[config.mk]
export PLATFORM = sky130hd
export DESIGN_NAME = onewire_rom_search_uart_master
export DESIGN_NICKNAME = d
export VERILOG_FILES = /design/src/design/ows_pkg.sv /design/src/design/onewire_rom_search_uart_master.sv /design/src/design/ows_step.sv
export SDC_FILE = /design/constraint.sdc
export NUM_CORES = 1
export LEC_CHECK = 0
export BUFFER_PORTS_ARGS = -buffer_cell sky130_fd_sc_hd__buf_4
export CELL_PAD_IN_SITES_DETAIL_PLACEMENT = 1
export CELL_PAD_IN_SITES_GLOBAL_PLACEMENT = 1
export CORE_MARGIN = 2
export CORE_UTILIZATION = 44
export CTS_BUF_LIST = sky130_fd_sc_hd__clkbuf_8
export DETAILED_ROUTE_END_ITERATION = 8
export GPL_ROUTABILITY_DRIVEN = 1
export PLACE_DENSITY_LB_ADDON = 0.3
export SLEW_MARGIN = 10
export SYNTH_ARGS = -nofsm -noshare
export SYNTH_HDL_FRONTEND = slang
export SYNTH_SLANG_ARGS = --single-unit
[constraint.sdc]
create_clock -name clk -period 3.1 [get_ports clk]
set_clock_uncertainty 0.05 [all_clocks]
set_input_delay 0.465 -clock clk [delete_from_list [all_inputs] [get_ports clk]]
set_output_delay 0.465 -clock clk [all_outputs]
set_load 0.05 [all_outputs]
[src/design/ows_pkg.sv]
package ows_pkg;

	localparam int ROM_BITS = 64;
	localparam int BP_W     = $clog2(ROM_BITS + 1);

	localparam logic [7:0] SLOT_RESET = 8'hf0;
	localparam logic [7:0] SLOT_ONE   = 8'hff;
	localparam logic [7:0] SLOT_ZERO  = 8'h00;
	localparam logic [7:0] SEARCH_CMD = 8'hf0;

	localparam logic MODE_START = 1'b0;
	localparam logic MODE_ECHO  = 1'b1;

	localparam int IN_W  = 16;
	localparam int OUT_W = 88;

	typedef enum logic [2:0] {
		PH_IDLE,
		PH_RESET,
		PH_CMD,
		PH_READ1,
		PH_READ2,
		PH_WRITE
	} phase_t;

	typedef enum logic [1:0] {
		ST_RUN,
		ST_DONE,
		ST_SHORT,
		ST_DATA_ERR
	} status_t;

	typedef struct packed {
		phase_t                phase;
		logic [2:0]            cmd_cnt;
		logic [BP_W-1:0]       bit_pos;
		logic [7:0]            search_disc;
		logic [6:0]            found_disc;
		logic                  first_bit;
		logic [ROM_BITS-1:0]   rom;
	} state_t;

	typedef struct packed {
		logic                  tx_valid;
		logic [7:0]            tx_byte;
		logic                  slow_baud;
		logic                  pass_done;
		status_t               status;
		logic [6:0]            next_disc;
		logic [ROM_BITS-1:0]   rom;
	} result_t;

endpackage

[src/design/onewire_rom_search_uart_master.sv]
// channel | dir | tdata (low bit up)                                      | side
// s       | in  | start_diff[7:0], echo_byte[15:8]                        | tuser = mode
// m       | out | tx_valid, tx_byte, slow_baud, status, next_discrepancy, | tlast = pass_done
//         |     | rom_code, zero pad to 88 bits                           |
// One item per cycle while s_tready is high; its registered result appears the next cycle.
// s_tready stays high while the output register is empty or being taken.
// An echo item while idle updates nothing and gives no result.
// arst_n clears the search state and the output valid flag.
module onewire_rom_search_uart_master (
	input  logic                      clk,
	input  logic                      arst_n,
	input  logic                      s_tvalid,
	output logic                      s_tready,
	input  logic [ows_pkg::IN_W-1:0]  s_tdata,   // start_diff, echo_byte
	input  logic                      s_tuser,   // mode
	output logic                      m_tvalid,
	input  logic                      m_tready,
	output logic [ows_pkg::OUT_W-1:0] m_tdata,   // tx_valid, tx_byte, slow_baud, status,
	                                             // next_discrepancy, rom_code
	output logic                      m_tlast    // pass_done
);

	ows_pkg::state_t  state_q;
	ows_pkg::state_t  state_nxt;
	ows_pkg::result_t res;
	ows_pkg::result_t out_q;
	logic             res_valid;
	logic             out_valid_q;
	logic             s_acc;

	assign s_tready = !out_valid_q || m_tready;
	assign s_acc    = s_tvalid && s_tready;

	ows_step u_step (
		.cur        (state_q),
		.mode       (s_tuser),
		.start_diff (s_tdata[7:0]),
		.echo_byte  (s_tdata[15:8]),
		.nxt        (state_nxt),
		.res        (res),
		.res_valid  (res_valid)
	);

	always_ff @(posedge clk or negedge arst_n) begin
		if (!arst_n) begin
			state_q.phase       <= ows_pkg::PH_IDLE;
			state_q.cmd_cnt     <= 3'd0;
			state_q.bit_pos     <= '0;
			state_q.search_disc <= 8'd0;
			state_q.found_disc  <= 7'd0;
			state_q.first_bit   <= 1'b0;
			state_q.rom         <= '0;
			out_valid_q         <= 1'b0;
		end else begin
			if (s_acc)
				state_q <= state_nxt;
			if (s_acc && res_valid)
				out_valid_q <= 1'b1;
			else if (m_tready)
				out_valid_q <= 1'b0;
		end
	end

	always_ff @(posedge clk) begin
		if (s_acc && res_valid)
			out_q <= res;
	end

	assign m_tvalid = out_valid_q;
	assign m_tlast  = out_q.pass_done;
	assign m_tdata  = {5'd0, 64'(out_q.rom), out_q.next_disc, out_q.status,
		out_q.slow_baud, out_q.tx_byte, out_q.tx_valid};

	a_start_reset_slot: assert property (@(posedge clk) disable iff (!arst_n)
		(s_acc && (s_tuser == ows_pkg::MODE_START)) |=>
		(m_tvalid && m_tdata[9] && (m_tdata[8:1] == ows_pkg::SLOT_RESET)))
		else $error("start item did not produce a slow reset slot");

	a_done_no_tx: assert property (@(posedge clk) disable iff (!arst_n)
		(m_tvalid && m_tlast) |-> !m_tdata[0])
		else $error("pass end carries a slot to send");

	a_status_done: assert property (@(posedge clk) disable iff (!arst_n)
		m_tvalid |-> (m_tlast == (m_tdata[11:10] != ows_pkg::ST_RUN)))
		else $error("status and pass end disagree");

	a_tx_or_done: assert property (@(posedge clk) disable iff (!arst_n)
		m_tvalid |-> (m_tdata[0] || m_tlast))
		else $error("result with neither slot nor pass end");

	a_idle_echo_silent: assert property (@(posedge clk) disable iff (!arst_n)
		(s_acc && (s_tuser == ows_pkg::MODE_ECHO) && (state_q.phase == ows_pkg::PH_IDLE)
		&& !m_tvalid) |=> !m_tvalid)
		else $error("echo while idle produced a result");

endmodule

[src/design/ows_step.sv]
module ows_step (
	input  ows_pkg::state_t  cur,
	input  logic             mode,
	input  logic [7:0]       start_diff,
	input  logic [7:0]       echo_byte,
	output ows_pkg::state_t  nxt,
	output ows_pkg::result_t res,
	output logic             res_valid
);

	logic                     echo_one;
	logic                     reset_fail;
	logic [ows_pkg::BP_W-1:0] pos;
	logic [ows_pkg::BP_W-1:0] bp_inc;
	logic                     bp_last;
	logic [2:0]               cmd_inc;
	logic                     disc_take;
	logic                     dir;

	assign echo_one   = (echo_byte == ows_pkg::SLOT_ONE);
	assign reset_fail = (echo_byte == ows_pkg::SLOT_ZERO) || (echo_byte == ows_pkg::SLOT_RESET);
	assign pos        = ows_pkg::BP_W'(ows_pkg::ROM_BITS) - cur.bit_pos;
	assign bp_inc     = cur.bit_pos + ows_pkg::BP_W'(1);
	assign bp_last    = (bp_inc >= ows_pkg::BP_W'(ows_pkg::ROM_BITS));
	assign cmd_inc    = cur.cmd_cnt + 3'd1;
	// both reads zero: devices disagree here, pick direction from history
	assign disc_take  = !cur.first_bit && !echo_one &&
		((cur.search_disc > 8'(pos)) || (cur.rom[0] && (cur.search_disc != 8'(pos))));
	assign dir        = cur.first_bit || disc_take;

	always_comb begin
		nxt = cur;
		if (mode == ows_pkg::MODE_START) begin
			nxt.search_disc = start_diff;
			nxt.found_disc  = 7'd0;
			nxt.bit_pos     = '0;
			nxt.cmd_cnt     = 3'd0;
			nxt.first_bit   = 1'b0;
			nxt.phase       = ows_pkg::PH_RESET;
		end else begin
			case (cur.phase)
				ows_pkg::PH_RESET: begin
					if (reset_fail) begin
						nxt.phase      = ows_pkg::PH_IDLE;
						nxt.found_disc = 7'd0;
					end else begin
						nxt.cmd_cnt = 3'd0;
						nxt.phase   = ows_pkg::PH_CMD;
					end
				end
				ows_pkg::PH_CMD: begin
					if (cur.cmd_cnt == 3'd7) begin
						nxt.cmd_cnt = 3'd0;
						nxt.phase   = ows_pkg::PH_READ1;
					end else begin
						nxt.cmd_cnt = cmd_inc;
					end
				end
				ows_pkg::PH_READ1: begin
					nxt.first_bit = echo_one;
					nxt.phase     = ows_pkg::PH_READ2;
				end
				ows_pkg::PH_READ2: begin
					if (cur.first_bit && echo_one) begin
						nxt.phase = ows_pkg::PH_IDLE;
					end else begin
						if (disc_take)
							nxt.found_disc = 7'(pos);
						nxt.rom   = {dir, cur.rom[ows_pkg::ROM_BITS-1:1]};
						nxt.phase = ows_pkg::PH_WRITE;
					end
				end
				ows_pkg::PH_WRITE: begin
					nxt.bit_pos = bp_inc;
					nxt.phase   = bp_last ? ows_pkg::PH_IDLE : ows_pkg::PH_READ1;
				end
				default: begin
					nxt.phase = ows_pkg::PH_IDLE;
				end
			endcase
		end
	end

	always_comb begin
		res_valid     = 1'b1;
		res.tx_valid  = 1'b1;
		res.tx_byte   = ows_pkg::SLOT_ONE;
		res.slow_baud = 1'b0;
		res.pass_done = 1'b0;
		res.status    = ows_pkg::ST_RUN;
		res.next_disc = nxt.found_disc;
		res.rom       = nxt.rom;
		if (mode == ows_pkg::MODE_START) begin
			res.tx_byte   = ows_pkg::SLOT_RESET;
			res.slow_baud = 1'b1;
		end else begin
			case (cur.phase)
				ows_pkg::PH_RESET: begin
					if (reset_fail) begin
						res.tx_valid  = 1'b0;
						res.tx_byte   = 8'h00;
						res.pass_done = 1'b1;
						res.status    = ows_pkg::ST_SHORT;
					end else begin
						res.tx_byte = ows_pkg::SEARCH_CMD[0] ? ows_pkg::SLOT_ONE
							: ows_pkg::SLOT_ZERO;
					end
				end
				ows_pkg::PH_CMD: begin
					if (cur.cmd_cnt != 3'd7)
						res.tx_byte = ows_pkg::SEARCH_CMD[cmd_inc] ? ows_pkg::SLOT_ONE
							: ows_pkg::SLOT_ZERO;
				end
				ows_pkg::PH_READ1: begin
					res.tx_byte = ows_pkg::SLOT_ONE;
				end
				ows_pkg::PH_READ2: begin
					if (cur.first_bit && echo_one) begin
						res.tx_valid  = 1'b0;
						res.tx_byte   = 8'h00;
						res.pass_done = 1'b1;
						res.status    = ows_pkg::ST_DATA_ERR;
					end else begin
						res.tx_byte = dir ? ows_pkg::SLOT_ONE : ows_pkg::SLOT_ZERO;
					end
				end
				ows_pkg::PH_WRITE: begin
					if (bp_last) begin
						res.tx_valid  = 1'b0;
						res.tx_byte   = 8'h00;
						res.pass_done = 1'b1;
						res.status    = ows_pkg::ST_DONE;
					end
				end
				default: begin
					res_valid = 1'b0;
				end
			endcase
		end
	end

endmodule
==> run_summary.xml, run 1 <==
<?xml version="1.0" encoding="UTF-8"?>
<metrics>
  <group name="timing">
    <metric name="final_hold_viol_count" unit="">0</metric>
    <metric name="max_freq" unit="MHz">328</metric>
    <metric name="slew_headroom" unit="%">55.4</metric>
    <metric name="report.final.setup_viol" unit="">0</metric>
    <metric name="finalSetupTns" unit="ns">0</metric>
    <metric name="rsz0062_at_grt" unit="">true</metric>
    <metric name="worst_slew_pin_slew" unit="ns">0.663</metric>
    <metric name="timing.final.crit_period" unit="ns">3.05</metric>
    <metric name="period_share" unit="%">98.4</metric>
    <metric name="timing.final.max_slew_violations" unit="">0</metric>
  </group>
  <group name="global_route">
    <metric name="track_usage" unit="%">18.2</metric>
    <metric name="grt_pass1_vias" unit="">5085</metric>
    <metric name="grt_max_degree" unit="">67</metric>
    <metric name="antenna_found_initial" unit="">0</metric>
    <metric name="grt.overflow.total" unit="">0</metric>
    <metric name="grt_first_pass_wirelength" unit="mm">26.2</metric>
  </group>
  <group name="floorplanning">
    <metric name="start_util" unit="%">44.6</metric>
    <metric name="die_y" unit="um">136</metric>
    <metric name="num_rows" unit="">48</metric>
    <metric name="boundaryPins" unit="">112</metric>
    <metric name="die-width" unit="um">136</metric>
    <metric name="floorplan.die_area" unit="um2">18500</metric>
    <metric name="core_region_area" unit="um2">17200</metric>
  </group>
  <group name="critical_path">
    <metric name="timing.critical_path.arrival" unit="ns">3.19</metric>
    <metric name="critical_path.most_common_cell" unit="">sky130_fd_sc_hd__ha_1</metric>
    <metric name="rrSetupSlack" unit="ns">0.05</metric>
    <metric name="crit_type" unit="">reg -&gt; reg</metric>
    <metric name="path_cells" unit="">inv_1 -&gt; ha_1 -&gt; nand2_2 -&gt; nor3_4 -&gt; xnor2_1 -&gt; ha_1 -&gt; a2111oi_4 -&gt; a211oi_4 -&gt; a311oi_1 -&gt; nand2_1</metric>
    <metric name="critical_path.max_fanout" unit="">4</metric>
    <metric name="cp_slowest_cell" unit="">sky130_fd_sc_hd__a311oi_1</metric>
    <metric name="worstSetupEndpointType" unit="">flip-flop</metric>
    <metric name="crit_path_start_kind" unit="">flip-flop</metric>
    <metric name="cp_top_family" unit="">compound AO/OA/AOI/OAI gates</metric>
    <metric name="critPathBufInv" unit="">1</metric>
    <metric name="crit_path_max_incr_delay" unit="ns">0.56</metric>
    <metric name="critical_path_required" unit="ns">3.24</metric>
  </group>
  <group name="yosys">
    <metric name="syn-mean-instance-area" unit="um2">14.3</metric>
    <metric name="yosys_most_used_dff" unit="">sky130_fd_sc_hd__dfrtp_1</metric>
    <metric name="yosysUniqueCellTypes" unit="">48</metric>
    <metric name="synth_area" unit="um2">7660</metric>
    <metric name="portion_of_the_post_synthesis_area_used_by_sequential_elements" unit="%">61.2</metric>
    <metric name="synthesis.instances" unit="">535</metric>
    <metric name="number_of_synthesized_flops_with_an_enable_pin" unit="">78</metric>
    <metric name="yosys_warnings" unit="">0</metric>
    <metric name="synth-async-reset-ratio" unit="%">54.7</metric>
    <metric name="postSynthRegisterBits" unit="">172</metric>
  </group>
  <group name="flow_run">
    <metric name="maxCapViolCount" unit="">0</metric>
  </group>
  <group name="route">
    <metric name="drcViolationCount" unit="">0</metric>
    <metric name="via_count" unit="">4684</metric>
    <metric name="dr.first_iter.drc_count" unit="">175</metric>
    <metric name="detail_route.wl_per_cell" unit="um">18.2</metric>
    <metric name="detailedRoute.firstPassIterationCount" unit="">4</metric>
    <metric name="antenna_left" unit="">0</metric>
    <metric name="routed_wl" unit="mm">16.0</metric>
    <metric name="vias_per_cell" unit="">5.30</metric>
  </group>
  <group name="final_layout">
    <metric name="multi_input_area" unit="um2">2770</metric>
    <metric name="design.final.nets" unit="">678</metric>
    <metric name="layout-area-overhead-vs-synth" unit="%">19.9</metric>
    <metric name="post-route-cell-area" unit="um2">9190</metric>
    <metric name="fill_cells" unit="">1710</metric>
    <metric name="drive_gt1_share" unit="%">40.4</metric>
    <metric name="n_antenna_cell" unit="">0</metric>
    <metric name="seqCellArea" unit="um2">4700</metric>
  </group>
  <group name="clock_network">
    <metric name="cts_buffer_depth" unit="">2</metric>
    <metric name="tritoncts" unit="">built</metric>
    <metric name="cts_htree_levels" unit="">4</metric>
    <metric name="insertion_delay" unit="ns">0.45</metric>
    <metric name="root_cell_of_the_clock_tree" unit="">sky130_fd_sc_hd__clkbuf_8</metric>
    <metric name="clk_pin_slew" unit="ns">0.09</metric>
    <metric name="cts_num_sinks" unit="">172</metric>
    <metric name="cts_made_buffers" unit="">17</metric>
  </group>
  <group name="power">
    <metric name="total_leakage_power" unit="uW">0.00414</metric>
    <metric name="worst_ir_drop_vdd" unit="mV">0.309</metric>
    <metric name="pwr_density_cell" unit="nW/um2">756</metric>
  </group>
  <group name="placement">
    <metric name="gpl.final_weighted_congestion" unit="">0.831</metric>
    <metric name="placement.cell_area" unit="um2">8690</metric>
    <metric name="place.detailed.hpwl" unit="mm">11.0</metric>
    <metric name="io_buffers" unit="">106</metric>
  </group>
  <group name="outcome">
    <metric name="outcome" unit="">complete, no violations</metric>
  </group>
  <group name="hold_path">
    <metric name="hold_path.class" unit="">in -&gt; reg</metric>
  </group>
</metrics>
-- synthesized netlist by cell type (all sizes together), types with 4 or more instances --
cell	n	share of area (%)
and2	8	0.65
buf	29	2.9
a21oi	18	1.2
dfrtp	94	31
edfxtp	78	31
mux2	136	20
clkbuf	7	0.34
nand2	24	1.2
nand3	4	0.26
nand4	5	0.41
o21ai	12	0.78
ha	12	2.0
nand2b	6	0.69
inv	16	0.78
nor3	5	0.33
xnor2	4	0.46
nor2	27	1.3
a22o	13	1.5
a211oi	4	0.52
-- metrics by stage --
step / setup slack [ns] / total power [uW] / hold slack (ns) / util (%) / cells
floorplan: 0.150 / 4600 / 0.119 / - / 539
detailed placement: 0.0306 / 5310 / 0.456 / 50.6 / 847
global placement: 0.153 / 5210 / 0.439 / 50.6 / 847
global route: -0.0724 / 7290 / 0.174 / 53.5 / 883
CTS: 0.0207 / 6870 / 0.170 / 52.9 / 880
finish: 0.0494 / 6940 / 0.193 / 53.5 / 883
-- area by class of cell --
class	count	share of cell area (%)
flip-flops and latches	172	51.1
clock inverters	14	1.54
inverters	16	0.695
multi-input cells	315	30.1
repair buffers	123	10.8
well taps	225	3.06
clock buffers	18	2.70
-- path summary, 6_finish.rpt --
path / from / to / cells after the start
min in group asynchronous: arst_n / state_q[87] / 2
worst max-delay path: state_q[80] / m_tdata[7] / 10
max in group asynchronous: arst_n / state_q[31] / 3
worst max register to register: state_q[80] / m_tdata[7] / 10
worst min-delay path: s_tdata[0] / state_q[72] / 3
worst min register to register: state_q[88] / state_q[88] / 1
-- sequential cells by signal, summed over array words and instances (netlist names) --
| name | flops |
|---|---|
| state_q | 93 |
| m_tlast | 1 |
| m_tdata | 77 |
| m_tvalid | 1 |
-- worst register-to-register path, stage by stage (launching register included) --
cell and delay, ns:
sky130_fd_sc_hd__dfrtp_1 0.43, sky130_fd_sc_hd__inv_1 0.08, sky130_fd_sc_hd__ha_1 0.23, sky130_fd_sc_hd__nand2_2 0.12
sky130_fd_sc_hd__nor3_4 0.05, sky130_fd_sc_hd__xnor2_1 0.24, sky130_fd_sc_hd__ha_1 0.33, sky130_fd_sc_hd__a2111oi_4 0.46
sky130_fd_sc_hd__a211oi_4 0.14, sky130_fd_sc_hd__a311oi_1 0.56, sky130_fd_sc_hd__nand2_1 0.10
-- report_power, final --
group,switching [uW],total [uW],internal [uW]
registers,265,2990,2720
logic,1570,2400,832
clock network,819,1560,738
total,2650,6940,4290
-- kinds of logic (layout without fill, tap and decap cells) --
group	Yosys count	in the layout	synth area share, %
DFF	172	172	61.2
muxes	138	138	20.2
and+or+nand+nor	88	88	5.70
AOI/OAI and AO/OA	66	66	6.12
buffers and inverters	52	171	4.00
adders and majority gates	12	12	1.96
xor gates and xnor gates	6	6	0.686
other	1	5	0.0489
-- what timing repair did --
action / in CTS / in global routing
setup buffers: 0 / 3
endpoints found under the hold margin: 39 / 0
setup endpoints to repair: 0 / 16
resized for setup: 0 / 16
hold buffers: 1 / 0
-- per-layer routing --
| layer | up-vias | track usage, % | part of all wire [%] |
|---|---|---|---|
| met5 | - | 0 | 0 |
| met4 | 0 | 8.45 | 3.0 |
| met3 | 33 | 3.24 | 3.6 |
| met2 | 117 | 31.9 | 52 |
| met1 | 2371 | 21.8 | 41 |
| li1 | 2163 | - | - |
-- layout by cell type (no fill, tap or decap), drive strengths merged, types with 3 or more instances in the layout --
| cell | netlist | routed |
|---|---|---|
| a211o | 3 | 3 |
| a211oi | 4 | 4 |
| a21oi | 18 | 18 |
| a22o | 13 | 13 |
| and2 | 8 | 8 |
| buf | 29 | 122 |
| clkbuf | 7 | 18 |
| clkinv | 0 | 5 |
| clkinvlp | 0 | 3 |
| conb | 1 | 5 |
| dfrtp | 94 | 94 |
| edfxtp | 78 | 78 |
| ha | 12 | 12 |
| inv | 16 | 20 |
| mux2 | 136 | 136 |
| nand2 | 24 | 24 |
| nand2b | 6 | 6 |
| nand3 | 4 | 4 |
| nand4 | 5 | 5 |
| nor2 | 27 | 27 |
| nor3 | 5 | 5 |
| nor3b | 3 | 3 |
| o21ai | 12 | 12 |
| xnor2 | 4 | 4 |
Power figures use the tool's default switching activity.
==> run 2: changes to the inputs <==
Settings changed: CORE_UTILIZATION 44 to 42, CTS_BUF_LIST sky130_fd_sc_hd__clkbuf_8 to unset.
==> run_summary.xml, run 2 (synthesized netlist as in run 1, its figures left out) <==
<?xml version="1.0" encoding="UTF-8"?>
<metrics>
  <group name="route">
    <metric name="drcViolationCount" unit="">0</metric>
    <metric name="routed_wl" unit="mm">16.0</metric>
    <metric name="detail_route.wl_per_cell" unit="um">18.0</metric>
    <metric name="dr.first_iter.drc_count" unit="">151</metric>
    <metric name="detailedRoute.firstPassIterationCount" unit="">4</metric>
    <metric name="vias_per_cell" unit="">5.15</metric>
    <metric name="via_count" unit="">4580</metric>
    <metric name="antenna_left" unit="">0</metric>
  </group>
  <group name="clock_network">
    <metric name="cts_buffer_depth" unit="">2</metric>
    <metric name="root_cell_of_the_clock_tree" unit="">sky130_fd_sc_hd__clkbuf_16</metric>
    <metric name="tritoncts" unit="">built</metric>
    <metric name="clk_pin_slew" unit="ns">0.07</metric>
    <metric name="cts_num_sinks" unit="">172</metric>
    <metric name="insertion_delay" unit="ns">0.43</metric>
    <metric name="cts_made_buffers" unit="">17</metric>
    <metric name="cts_htree_levels" unit="">4</metric>
  </group>
  <group name="critical_path">
    <metric name="critPathBufInv" unit="">1</metric>
    <metric name="worstReg2RegStart" unit="">state_q[81]</metric>
    <metric name="crit_path_start_kind" unit="">flip-flop</metric>
    <metric name="reg2reg_depth" unit="">11</metric>
    <metric name="critical_path_required" unit="ns">3.23</metric>
    <metric name="path_cells" unit="">nor3_1 -&gt; nor3b_2 -&gt; xor2_1 -&gt; ha_1 -&gt; nand3b_1 -&gt; nor2_1 -&gt; a211o_1 -&gt; buf_4 -&gt; a22oi_1 -&gt; a21oi_1 -&gt; o221a_2</metric>
    <metric name="critical_path.max_fanout" unit="">4</metric>
    <metric name="crit_path_max_incr_delay" unit="ns">0.41</metric>
    <metric name="worstSetupEndpointType" unit="">flip-flop</metric>
    <metric name="cp_top_family" unit="">compound AO/OA/AOI/OAI gates</metric>
    <metric name="reg2reg_to" unit="">m_tdata[17]</metric>
    <metric name="timing.critical_path.arrival" unit="ns">3.13</metric>
    <metric name="cp_slowest_cell" unit="">sky130_fd_sc_hd__dfrtp_1</metric>
    <metric name="rrSetupSlack" unit="ns">0.10</metric>
    <metric name="crit_type" unit="">reg -&gt; reg</metric>
  </group>
  <group name="timing">
    <metric name="finalSetupTns" unit="ns">0</metric>
    <metric name="period_share" unit="%">96.7</metric>
    <metric name="max_freq" unit="MHz">334</metric>
    <metric name="report.final.setup_viol" unit="">0</metric>
    <metric name="timing.final.crit_period" unit="ns">3.00</metric>
    <metric name="worst_slew_pin_slew" unit="ns">0.941</metric>
    <metric name="final_hold_viol_count" unit="">0</metric>
    <metric name="slew_headroom" unit="%">37.3</metric>
    <metric name="timing.final.max_slew_violations" unit="">0</metric>
  </group>
  <group name="placement">
    <metric name="gpl.final_weighted_congestion" unit="">0.807</metric>
    <metric name="io_buffers" unit="">106</metric>
    <metric name="place.detailed.hpwl" unit="mm">10.8</metric>
  </group>
  <group name="global_route">
    <metric name="grt_first_pass_wirelength" unit="mm">26.1</metric>
    <metric name="antenna_found_initial" unit="">0</metric>
    <metric name="grt_pass1_vias" unit="">4889</metric>
    <metric name="grt_max_degree" unit="">72</metric>
    <metric name="grt.overflow.total" unit="">0</metric>
    <metric name="track_usage" unit="%">17.1</metric>
  </group>
  <group name="final_layout">
    <metric name="drive_gt1_share" unit="%">40.6</metric>
    <metric name="layout_common_cells" unit="">120 x sky130_fd_sc_hd__buf_4, 93 x sky130_fd_sc_hd__dfrtp_1, 88 x sky130_fd_sc_hd__mux2_2</metric>
    <metric name="top_register" unit="">state_q</metric>
    <metric name="layout.cells.most_common" unit="">sky130_fd_sc_hd__buf_4</metric>
    <metric name="layout-area-overhead-vs-synth" unit="%">22.7</metric>
    <metric name="n_antenna_cell" unit="">0</metric>
    <metric name="design.final.nets" unit="">680</metric>
    <metric name="flip_flop_count_of_the_largest_register_after_layout" unit="">93</metric>
  </group>
  <group name="floorplanning">
    <metric name="num_rows" unit="">49</metric>
    <metric name="floorplan.die_area" unit="um2">19300</metric>
    <metric name="start_util" unit="%">42.7</metric>
    <metric name="core_region_area" unit="um2">18000</metric>
    <metric name="die_y" unit="um">139</metric>
    <metric name="boundaryPins" unit="">112</metric>
    <metric name="die-width" unit="um">139</metric>
  </group>
  <group name="flow_run">
    <metric name="maxCapViolCount" unit="">0</metric>
  </group>
  <group name="power">
    <metric name="pwr_density_cell" unit="nW/um2">799</metric>
    <metric name="clockPowerShare" unit="%">28.1</metric>
    <metric name="totalPowerFinal" unit="uW">7510</metric>
    <metric name="combPwrFrac" unit="%">32.6</metric>
    <metric name="p_sw" unit="uW">2700</metric>
    <metric name="power_frac_seq" unit="%">39.3</metric>
    <metric name="internal_power" unit="uW">4810</metric>
    <metric name="power.switching_fraction" unit="%">36.0</metric>
    <metric name="total_leakage_power" unit="uW">0.00423</metric>
    <metric name="worst_ir_drop_vdd" unit="mV">0.412</metric>
  </group>
  <group name="outcome">
    <metric name="outcome" unit="">complete, no violations</metric>
  </group>
  <group name="hold_path">
    <metric name="hold_path.class" unit="">in -&gt; async</metric>
  </group>
</metrics>
## run 2: cell count changes in the layout (fill, tap and decap cells not counted), sizes merged
cell,before,now
clkbuf,18,19
clkinvlp,3,7
dlygate4sd3,1,0
clkinv,5,3
inv,20,17
buf,122,125
## run 2: worst max path at each step
stage / slack, ns / start / end / cells after the start
4_1_cts: 0.05 / state_q[81] / state_q[69] / 11
6_report: 0.10 / state_q[81] / m_tdata[17] / 11
5_1_grt: -0.05 / state_q[81] / m_tdata[17] / 13
3_3_place_gp: 0.1 / state_q[81] / m_tdata[13] / 10
2_1_floorplan: 0.15 / m_tready / m_tdata[0] / 5
3_5_place_dp: -0.03 / state_q[81] / state_q[69] / 10
## run 2: per-layer routing
metal  wire length [um]  vias to the layer above  global-route usage (%)  part of all wire [%]
met5                  0                        -                       0                     0
met2               8440                       79                    29.8                    53
met3                479                       15                    3.42                   3.0
li1                   -                     2165                       -                     -
met1               6850                     2321                    21.3                    43
met4                195                        0                    5.79                   1.2
## run 2: cell type report
| cell class | instances | area [um2] |
|---|---|---|
| Sequential cell | 172 | 4700 |
| Clock buffer | 19 | 443 |
| Clock inverter | 13 | 143 |
| Tap cell | 229 | 287 |
| Fill cell | 1770 | 8560 |
| Timing Repair Buffer | 125 | 1000 |
| Inverter | 16 | 63.8 |
| Multi-Input combinational cell | 315 | 2770 |
## run 2: metrics by stage
stage / area [um2] / std cells / util, % / hold slack, ns / setup slack, ns
3_5_place_dp: 8720 / 855 / 48.6 / 0.453 / -0.0305
6_report: 9400 / 889 / 52.4 / 0.124 / 0.103
3_3_place_gp: 8720 / 855 / 48.6 / 0.440 / 0.0997
2_1_floorplan: 7690 / 539 / - / 0.119 / 0.150
5_1_grt: 9400 / 889 / 52.4 / 0.185 / -0.0516
4_1_cts: 9310 / 887 / 51.8 / 0.160 / 0.0529
## run 2: what timing repair did
| item | 4_1_cts | 5_1_grt |
|---|---|---|
| pin swaps | 0 | 2 |
| setup buffers | 0 | 2 |
| gates resized for setup | 1 | 13 |
| hold buffers | 0 | 0 |
| setup endpoints to repair | 12 | 16 |
## run 2: power groups by stage
stage	Clock (uW)	Combinational (uW)	Sequential, uW
final	2110	2450	2960
after detailed placement	0	2310	2990
after global routing	2250	2620	2990
after CTS	2160	2340	2950
after floorplan	0	1120	3480
after global placement	0	2260	2980
